<file path="src/mtgl_pkg.sv">
// Package for the monospace text glyph layout block.
// Holds character codes, register indexes, code classes and the queue word type.
// No dependencies.
package mtgl_pkg;

  localparam logic [7:0] CODE_BS    = 8'h08;
  localparam logic [7:0] CODE_TAB   = 8'h09;
  localparam logic [7:0] CODE_LF    = 8'h0A;
  localparam logic [7:0] CODE_CR    = 8'h0D;
  localparam logic [7:0] CODE_SPACE = 8'h20;
  localparam logic [7:0] CODE_DEL   = 8'h7F;
  localparam logic [7:0] CODE_FF    = 8'hFF;

  localparam logic [5:0] CELL_MAX   = 6'd32;
  localparam logic [5:0] CELL_MIN   = 6'd1;

  localparam int CFG_IDX_W  = 3;
  localparam int CFG_DATA_W = 16;

  typedef enum logic [CFG_IDX_W-1:0] {
    CFG_ORIGIN_X     = 3'd0,
    CFG_ORIGIN_Y     = 3'd1,
    CFG_GLYPH_WIDTH  = 3'd2,
    CFG_GLYPH_HEIGHT = 3'd3,
    CFG_CHAR_SPACING = 3'd4,
    CFG_LINE_SPACING = 3'd5,
    CFG_TAB_COLUMNS  = 3'd6,
    CFG_BACK_ENABLE  = 3'd7
  } mtgl_cfg_t;

  typedef enum logic [2:0] {
    CLS_PRINT,
    CLS_LF,
    CLS_CR,
    CLS_BS,
    CLS_TAB,
    CLS_IGNORE
  } mtgl_cls_t;

  typedef struct packed {
    logic [15:0] pen_x;
    logic [15:0] pen_y;
    logic [3:0]  col;
    logic [3:0]  row;
    logic [5:0]  w;
    logic [5:0]  h;
    logic        back;
  } mtgl_word_t;

  function automatic logic [5:0] clamp_cell(input logic [5:0] v);
    logic [5:0] r;
    if (v == 6'd0) begin
      r = CELL_MIN;
    end else if (v > CELL_MAX) begin
      r = CELL_MAX;
    end else begin
      r = v;
    end
    return r;
  endfunction

  function automatic mtgl_cls_t classify(input logic [7:0] code);
    mtgl_cls_t c;
    priority if (code == CODE_LF) begin
      c = CLS_LF;
    end else if (code == CODE_CR) begin
      c = CLS_CR;
    end else if (code == CODE_BS) begin
      c = CLS_BS;
    end else if (code == CODE_TAB) begin
      c = CLS_TAB;
    end else if (code < CODE_SPACE || code == CODE_DEL || code == CODE_FF) begin
      c = CLS_IGNORE;
    end else begin
      c = CLS_PRINT;
    end
    return c;
  endfunction

endpackage

</file>
<file path="src/mtgl_front.sv">
// Front end: configuration registers, code classification and pen update.
// Emits one queue word per printable code. Depends on mtgl_pkg.
module mtgl_front (
  input  logic                             clk,
  input  logic                             rst_n,
  input  logic                             cfg_we,
  input  logic [mtgl_pkg::CFG_IDX_W-1:0]   cfg_index,
  input  logic [mtgl_pkg::CFG_DATA_W-1:0]  cfg_data,
  input  logic                             take,
  input  logic [7:0]                       char_code,
  input  logic                             first,
  output logic                             q_push,
  output mtgl_pkg::mtgl_word_t             q_word
);
  import mtgl_pkg::*;

  logic [15:0] origin_x_r;
  logic [15:0] origin_y_r;
  logic [5:0]  glyph_width_r;
  logic [5:0]  glyph_height_r;
  logic [7:0]  char_spacing_r;
  logic [7:0]  line_spacing_r;
  logic [3:0]  tab_columns_r;
  logic        back_enable_r;
  logic [15:0] pen_x_r, pen_x_nxt;
  logic [15:0] pen_y_r, pen_y_nxt;

  logic [5:0]  w, h;
  logic [15:0] w16, h16, hsp, vsp, base_x, base_y, tab_adv;
  logic [9:0]  tab_prod;
  mtgl_cls_t   cls;

  always_ff @(posedge clk) begin
    if (!rst_n) begin
      origin_x_r     <= '0;
      origin_y_r     <= '0;
      glyph_width_r  <= 6'd8;
      glyph_height_r <= 6'd8;
      char_spacing_r <= '0;
      line_spacing_r <= '0;
      tab_columns_r  <= 4'd4;
      back_enable_r  <= 1'b0;
    end else if (cfg_we) begin
      unique case (mtgl_cfg_t'(cfg_index))
        CFG_ORIGIN_X:     origin_x_r     <= cfg_data;
        CFG_ORIGIN_Y:     origin_y_r     <= cfg_data;
        CFG_GLYPH_WIDTH:  glyph_width_r  <= cfg_data[5:0];
        CFG_GLYPH_HEIGHT: glyph_height_r <= cfg_data[5:0];
        CFG_CHAR_SPACING: char_spacing_r <= cfg_data[7:0];
        CFG_LINE_SPACING: line_spacing_r <= cfg_data[7:0];
        CFG_TAB_COLUMNS:  tab_columns_r  <= cfg_data[3:0];
        CFG_BACK_ENABLE:  back_enable_r  <= cfg_data[0];
      endcase
    end
  end

  always_comb begin
    w        = clamp_cell(glyph_width_r);
    h        = clamp_cell(glyph_height_r);
    w16      = {10'd0, w};
    h16      = {10'd0, h};
    hsp      = {{8{char_spacing_r[7]}}, char_spacing_r};
    vsp      = {{8{line_spacing_r[7]}}, line_spacing_r};
    tab_prod = 10'(w) * 10'(tab_columns_r);
    tab_adv  = {6'd0, tab_prod};
    base_x   = first ? origin_x_r : pen_x_r;
    base_y   = first ? origin_y_r : pen_y_r;
    cls      = classify(char_code);
    pen_x_nxt = base_x;
    pen_y_nxt = base_y;
    unique case (cls)
      CLS_LF: begin
        pen_x_nxt = origin_x_r;
        pen_y_nxt = base_y + h16 + vsp;
      end
      CLS_CR:     pen_x_nxt = origin_x_r;
      CLS_BS:     pen_x_nxt = base_x - w16 - hsp;
      CLS_TAB:    pen_x_nxt = base_x + tab_adv + hsp;
      CLS_PRINT:  pen_x_nxt = base_x + w16 + hsp;
      CLS_IGNORE: pen_x_nxt = base_x;
      default:    pen_x_nxt = base_x;
    endcase
  end

  always_ff @(posedge clk) begin
    if (!rst_n) begin
      pen_x_r <= '0;
      pen_y_r <= '0;
    end else if (take) begin
      pen_x_r <= pen_x_nxt;
      pen_y_r <= pen_y_nxt;
    end
  end

  assign q_push       = take && (cls == CLS_PRINT);
  assign q_word.pen_x = base_x;
  assign q_word.pen_y = base_y;
  assign q_word.col   = char_code[3:0];
  assign q_word.row   = char_code[7:4];
  assign q_word.w     = w;
  assign q_word.h     = h;
  assign q_word.back  = back_enable_r;

endmodule

</file>
<file path="src/mtgl_queue.sv">
// Short queue between front and back end.
// Register array with read and write pointers. Depends on mtgl_pkg.
module mtgl_queue #(
  parameter int DEPTH = 4
) (
  input  logic                 clk,
  input  logic                 rst_n,
  input  logic                 push,
  input  mtgl_pkg::mtgl_word_t din,
  output logic                 full,
  input  logic                 pop,
  output logic                 valid,
  output mtgl_pkg::mtgl_word_t dout
);
  import mtgl_pkg::*;

  localparam int PTR_W = (DEPTH > 1) ? $clog2(DEPTH) : 1;
  localparam int CNT_W = $clog2(DEPTH + 1);
  localparam logic [PTR_W-1:0] PTR_LAST = PTR_W'(DEPTH - 1);
  localparam logic [CNT_W-1:0] CNT_FULL = CNT_W'(DEPTH);

  mtgl_word_t       mem [DEPTH];
  logic [PTR_W-1:0] wr_ptr_r, rd_ptr_r;
  logic [CNT_W-1:0] cnt_r;
  logic             do_push, do_pop;

  assign full    = (cnt_r == CNT_FULL);
  assign valid   = (cnt_r != '0);
  assign do_push = push && !full;
  assign do_pop  = pop && valid;
  assign dout    = mem[rd_ptr_r];

  always_ff @(posedge clk) begin
    if (do_push) begin
      mem[wr_ptr_r] <= din;
    end
  end

  always_ff @(posedge clk) begin
    if (!rst_n) begin
      wr_ptr_r <= '0;
      rd_ptr_r <= '0;
      cnt_r    <= '0;
    end else begin
      if (do_push) begin
        wr_ptr_r <= (wr_ptr_r == PTR_LAST) ? '0 : wr_ptr_r + 1'b1;
      end
      if (do_pop) begin
        rd_ptr_r <= (rd_ptr_r == PTR_LAST) ? '0 : rd_ptr_r + 1'b1;
      end
      if (do_push && !do_pop) begin
        cnt_r <= cnt_r + 1'b1;
      end else if (do_pop && !do_push) begin
        cnt_r <= cnt_r - 1'b1;
      end
    end
  end

endmodule

</file>
<file path="src/mtgl_back.sv">
// Back end: builds screen and atlas quads from queue words into an output register.
// Depends on mtgl_pkg.
module mtgl_back (
  input  logic                 clk,
  input  logic                 rst_n,
  input  logic                 q_valid,
  input  mtgl_pkg::mtgl_word_t q_word,
  output logic                 q_pop,
  input  logic                 pop,
  output logic                 empty,
  output logic signed [15:0]   x_left,
  output logic signed [15:0]   y_top,
  output logic signed [15:0]   x_right,
  output logic signed [15:0]   y_bottom,
  output logic [8:0]           u_left,
  output logic [8:0]           v_top,
  output logic [9:0]           u_right,
  output logic [9:0]           v_bottom,
  output logic                 back_quad
);
  import mtgl_pkg::*;

  logic        vld_r;
  logic [15:0] x_l_r, y_t_r, x_r_r, y_b_r;
  logic [8:0]  u_l_r, v_t_r;
  logic [9:0]  u_r_r, v_b_r;
  logic        back_r;
  logic [9:0]  u_prod, v_prod;

  assign q_pop  = q_valid && (!vld_r || pop);
  assign u_prod = 10'(q_word.col) * 10'(q_word.w);
  assign v_prod = 10'(q_word.row) * 10'(q_word.h);

  always_ff @(posedge clk) begin
    if (!rst_n) begin
      vld_r <= 1'b0;
    end else if (q_pop) begin
      vld_r <= 1'b1;
    end else if (pop) begin
      vld_r <= 1'b0;
    end
  end

  always_ff @(posedge clk) begin
    if (q_pop) begin
      x_l_r  <= q_word.pen_x;
      y_t_r  <= q_word.pen_y;
      x_r_r  <= q_word.pen_x + {10'd0, q_word.w};
      y_b_r  <= q_word.pen_y + {10'd0, q_word.h};
      u_l_r  <= u_prod[8:0];
      v_t_r  <= v_prod[8:0];
      u_r_r  <= u_prod + 10'(q_word.w);
      v_b_r  <= v_prod + 10'(q_word.h);
      back_r <= q_word.back;
    end
  end

  assign empty     = !vld_r;
  assign x_left    = x_l_r;
  assign y_top     = y_t_r;
  assign x_right   = x_r_r;
  assign y_bottom  = y_b_r;
  assign u_left    = u_l_r;
  assign v_top     = v_t_r;
  assign u_right   = u_r_r;
  assign v_bottom  = v_b_r;
  assign back_quad = back_r;

endmodule

</file>
<file path="src/monospace_text_glyph_layout.sv">
// Monospace text glyph layout: one character word per cycle in while full is low, one
// quad word out per printable code. A pushed word passes the queue and then the output
// register before it shows on the result ports; throughput is one word per cycle while
// full is low, set by the pen update register.
// full rises only when the front-to-back queue is filled by a stalled consumer.
// rst_n is synchronous, active low: pen cleared, registers at defaults, queue empty.
module monospace_text_glyph_layout #(
  parameter int QUEUE_DEPTH = 4
) (
  input  logic                             clk,
  input  logic                             rst_n,
  input  logic                             cfg_we,
  input  logic [mtgl_pkg::CFG_IDX_W-1:0]   cfg_index,
  input  logic [mtgl_pkg::CFG_DATA_W-1:0]  cfg_data,
  input  logic                             push,
  output logic                             full,
  input  logic [7:0]                       in_char_code,
  input  logic                             in_first,
  output logic                             empty,
  input  logic                             pop,
  output logic signed [15:0]               out_x_left,
  output logic signed [15:0]               out_y_top,
  output logic signed [15:0]               out_x_right,
  output logic signed [15:0]               out_y_bottom,
  output logic [8:0]                       out_u_left,
  output logic [8:0]                       out_v_top,
  output logic [9:0]                       out_u_right,
  output logic [9:0]                       out_v_bottom,
  output logic                             out_back_quad
);
  import mtgl_pkg::*;

  logic       take;
  logic       q_push, q_full, q_valid, q_pop;
  mtgl_word_t q_din, q_dout;

  assign full = q_full;
  assign take = push && !q_full;

  mtgl_front u_front (
    .clk       (clk),
    .rst_n     (rst_n),
    .cfg_we    (cfg_we),
    .cfg_index (cfg_index),
    .cfg_data  (cfg_data),
    .take      (take),
    .char_code (in_char_code),
    .first     (in_first),
    .q_push    (q_push),
    .q_word    (q_din)
  );

  mtgl_queue #(.DEPTH(QUEUE_DEPTH)) u_queue (
    .clk   (clk),
    .rst_n (rst_n),
    .push  (q_push),
    .din   (q_din),
    .full  (q_full),
    .pop   (q_pop),
    .valid (q_valid),
    .dout  (q_dout)
  );

  mtgl_back u_back (
    .clk       (clk),
    .rst_n     (rst_n),
    .q_valid   (q_valid),
    .q_word    (q_dout),
    .q_pop     (q_pop),
    .pop       (pop),
    .empty     (empty),
    .x_left    (out_x_left),
    .y_top     (out_y_top),
    .x_right   (out_x_right),
    .y_bottom  (out_y_bottom),
    .u_left    (out_u_left),
    .v_top     (out_v_top),
    .u_right   (out_u_right),
    .v_bottom  (out_v_bottom),
    .back_quad (out_back_quad)
  );

endmodule

</file>
<file path="config.mk">
export PLATFORM = sky130hd
export DESIGN_NAME = monospace_text_glyph_layout
export DESIGN_NICKNAME = d
export VERILOG_FILES = /design/src/mtgl_pkg.sv /design/src/mtgl_front.sv /design/src/mtgl_queue.sv /design/src/mtgl_back.sv /design/src/monospace_text_glyph_layout.sv
export SDC_FILE = /design/constraint.sdc
export NUM_CORES = 1
export LEC_CHECK = 0
export BUFFER_PORTS_ARGS = -buffer_cell sky130_fd_sc_hd__buf_2
export CAP_MARGIN = 0
export CELL_PAD_IN_SITES_DETAIL_PLACEMENT = 1
export CELL_PAD_IN_SITES_GLOBAL_PLACEMENT = 1
export CORE_MARGIN = 2
export CORE_UTILIZATION = 45
export DETAILED_ROUTE_END_ITERATION = 16
export PLACE_DENSITY = 0.8
export SLEW_MARGIN = 10
export SYNTH_ARGS = -nofsm -noshare
export SYNTH_HDL_FRONTEND = slang
export SYNTH_SLANG_ARGS = --single-unit
</file>
<file path="constraint.sdc">
create_clock -name clk -period 7.4 [get_ports clk]
set_input_delay 0.74 -clock clk [delete_from_list [all_inputs] [get_ports clk]]
set_output_delay 0.74 -clock clk [all_outputs]
set_load 0.005 [all_outputs]
</file>
==> impl_metrics.csv <==
group,metric,value,unit
run,maxCapViolCount,0,
global_route,track_usage,24.4,%
logic_synthesis,synth_compound_area_share,9.69,%
timing,fin_skew,0.0327,ns
die,core_area,0.0502,sq mm
timing,relSlewSlack,20.6,%
logic_synthesis,syn_area_per_cell,12.2,sq um
critical_path,worstPathArrival,5.84,ns
timing,fin_crit_sh,73.3,%
timing,holdWs,0.430,ns
clocking,clk_latency,0.60,ns
logic_synthesis,async_reset_ff_share,0,%
placed_design,dp_cells,2643,
clocking,h-tree-depth,2,
final_layout,final_area,0.0258,sq mm
critical_path,critPathBufInv,1,
logic_synthesis,synthAdderAreaFrac,14.0,%
logic_synthesis,muxShareOfSynthArea,8.02,%
pwr,power_density,410,mW/mm^2
timing,rsz0062_at_grt,"false",
logic_synthesis,ys.flop_type,"edfxtp_1",
logic_synthesis,synth_edf_count,315,
clocking,cts_tree,"done",
logic_synthesis,synth-seq-cells,422,
drt,vias,15700,
drt,via_per_inst,5.75,
logic_synthesis,synth_top_family_by_area,"adder cells",
final_layout,fin_nets,2264,
clocking,post-cts-setup-buffer-count,0,
critical_path,required,7.81,ns
logic_synthesis,yosys_warnings,0,
die,num_rows,82,
clocking,cts_resized,0,
placed_design,placed_area,0.0243,sq mm
clocking,numCtsBuffers,44,
global_route,grt_pass1_wl,99800,um
drt,wl_per_cell,23.4,um
drt,drtAntennaViolNets,0,
clocking,holdBufCountCts,0,
logic_synthesis,netlist_instances,1877,
critical_path,startpoint,"u_front.glyph_width_r[1]",
drt,drc,0,
logic_synthesis,synth_xor_area_share,3.56,%
logic_synthesis,seq_area_frac_synth,50.8,%
global_route,antenna_found_initial,3,
critical_path,cp-end-kind,"flop",
critical_path,startpoint_type,"flop",
die,initial_core_util,45.5,%
critical_path,critPathKind,"flop to flop",
die,dieArea,0.0526,sq mm
die,pin_count,138,
critical_path,crit_slowest_cell,"nor2_1",
drt,routed_wl,63700,um
logic_synthesis,synth_simple_gate_area_share,10.2,%
global_route,grt_start_max_net_pins,84,
timing,fmax,0.184,GHz
critical_path,cpMostUsedCell,"fa_1",
final_layout,layout.cells.non_filler,2726,
timing,fin_setup_tns,0,ns
critical_path,worstPathCellList,"nor4_1 > nor2_1 > nor2_1 > nand2_1 > fa_1 > fa_1 > inv_1 > fa_1 > ha_1 > a211oi_1 > o21bai_1 > a311oi_1 > xor2_1 > a221o_1 > a221oi_2 > a311oi_2",
min_path,holdPathEnd,"u_front.origin_x_r[13]",
critical_path,rrSetupSlack,1.97,ns
final_layout,drive_gt1_share,16.0,%
run_status,status,"finished, final reports clean",
critical_path,rr_worst_depth,16,
clocking,clkSlewWorstSetupHoldPaths,0.07,ns
critical_path,reg2reg_to,"u_front.pen_x_r[11]",
timing,tightest_slew,1.19,ns
critical_path,crit-reg2reg-launch,"u_front.glyph_width_r[1]",
logic_synthesis,ys_types,84,
pwr,p_leak,10.3,nW
min_path,min_path_type,"input pin to flop",
timing,period_needed,5.43,ns
die,dieWidth,229,um
critical_path,worst-path-max-fanout,10,
logic_synthesis,syn_nets,2124,
drt,drt_iter0_markers,1087,
clocking,clockBufferDepth,3,
global_route,grt-ovfl-total,0,
min_path,whs_path_depth,3,
timing,setup-violations-final,0,
die,die_h,229,um
pwr,p_total,0.0106,W
logic_synthesis,syn-cell-area,0.0229,sq mm
placed_design,portBuffers,137,
pwr,peakVddDrop,299,uV
drt,firstDrtPassIters,5,
clocking,root_buffer,"clkbuf_16",
timing,slew_viol_final,0,
min_path,hold_start,"cfg_data[13]",
final_layout,synthToLayoutAreaGrowth,12.8,%
critical_path,crit_family,"adder cells",
global_route,grt_pass1_vias,17200,
critical_path,slowest_delay,0.74,ns
clocking,cts_sinks,422,
timing,finalHoldViolCount,0,
placed_design,dp_hpwl,44800,um
placed_design,routabilityCongestion,0.894,
## logic make-up after synthesis
group                    count (synthesis)
flip-flops                             422
buffers and inverters                  213
AO/OA/AOI/OAI                          340
AND/OR/NAND/NOR                        484
multiplexers                           112
XOR/XNOR                                92
adder cells (fa/ha/maj)                214
## worst max-delay path by stage
stage / cells past startpoint / end / slack [ns]
3_5_place_dp: 18 / u_front.pen_x_r[11] / 1.92
5_1_grt: 16 / u_front.pen_x_r[14] / 1.72
3_3_place_gp: 18 / u_front.pen_x_r[11] / 2.17
4_1_cts: 16 / u_front.pen_x_r[11] / 2.06
6_report: 16 / u_front.pen_x_r[11] / 1.97
2_1_floorplan: 20 / u_front.pen_x_r[12] / 2.14
## area by class of cell
type                            count  area, sq um
Antenna cell                        1         2.50
Clock buffer                       56         1170
Clock inverter                     26          339
Fill cell                        5176        24400
Inverter                          154          579
Multi-Input combinational cell   1242        10400
Sequential cell                   422        11600
Tap cell                          672          841
Timing Repair Buffer              153          806
## metal layers
metal  part of all wire [%]  GRT usage [%]  vias to the layer above
met2                     50           42.9                      468
met5                  0.044              0                        -
li1                       -              -                     7067
met1                     42           30.8                     8003
met3                    5.4           3.92                      125
met4                    2.9           7.89                        6
## synth_stat cells (11+ instances only)
| cell type | count | area share (%) |
|---|---|---|
| and3_1 | 18 | 0.49 |
| a31oi_1 | 18 | 0.49 |
| and2_1 | 64 | 1.8 |
| nand2_1 | 193 | 3.2 |
| mux2i_1 | 32 | 1.4 |
| dfxtp_1 | 107 | 9.4 |
| a211oi_1 | 15 | 0.49 |
| a221oi_1 | 11 | 0.42 |
| nor2b_1 | 27 | 0.74 |
| a21o_1 | 24 | 0.79 |
| edfxtp_1 | 315 | 41 |
| ha_1 | 144 | 7.9 |
| inv_1 | 153 | 2.5 |
| nor2_1 | 90 | 1.5 |
| nor3_1 | 24 | 0.53 |
| clkbuf_1 | 34 | 0.56 |
| mux4_2 | 53 | 5.2 |
| a21oi_1 | 115 | 2.5 |
| fa_1 | 70 | 6.1 |
| o21ai_0 | 66 | 1.4 |
| xor2_1 | 32 | 1.2 |
| nand3_1 | 18 | 0.39 |
| o21a_1 | 12 | 0.39 |
| xnor2_1 | 59 | 2.3 |
| mux2_2 | 25 | 1.2 |
## tightest hold or removal path, delay by kind of cell
family                 cells  cell delay (ns)
AOI/OAI and AO/OA          1             0.05
buffers and inverters      1             0.11
and+or+nand+nor            1             0.05
## cell usage in the layout, fill, tap and decap left out, types with 5 or more instances in the layout
cell and count:
xor2_1 32, nand2_1 193, a211oi_1 15, fa_1 70
nand2b_1 9, a31oi_1 18, nor3_1 24, dfxtp_1 105
mux4_2 53, nand3_1 18, clkbuf_16 44, o21ai_0 66
bufinv_16 7, a221oi_1 11, o21a_1 12, o211ai_1 7
nand4_1 8, buf_2 137, mux2i_1 32, ha_1 144
a21oi_1 114, and3_1 14, nor4_1 5, mux2_2 25
o21bai_1 10, xnor2_1 59, nor2_1 90, inv_1 152
clkinv_1 8, edfxtp_1 315, and2_1 64, a21o_1 24
clkbuf_1 10, nor3b_1 6, buf_4 16, nor2b_1 26
o2111ai_1 5
## power by group
part,switching [W],internal [W]
sequential,0.000223,0.00339
clock,0.000964,0.00137
combinational,0.00270,0.00192
## flip-flops by register name (all words and copies together) (netlist names), 16 cells and up, named ones only
| signal | cells |
|---|---|
| u_back.y_bottom | 16 |
| u_back.x_right | 16 |
| u_front.pen_y_r | 16 |
| u_front.origin_y_r | 16 |
| u_front.origin_x_r | 16 |
| u_back.y_top | 16 |
| u_back.x_left | 16 |
| u_front.pen_x_r | 16 |
| u_queue.mem | 212 |
## stage by stage
step,util (%),worst slack [ns]
after global placement,48.4,2.17
after detailed placement,48.4,1.92
final,51.4,1.97
after global routing,51.4,1.72
after floorplan,-,2.14
after CTS,51.4,2.06
No activity file was read; power rests on OpenSTA's default activity.
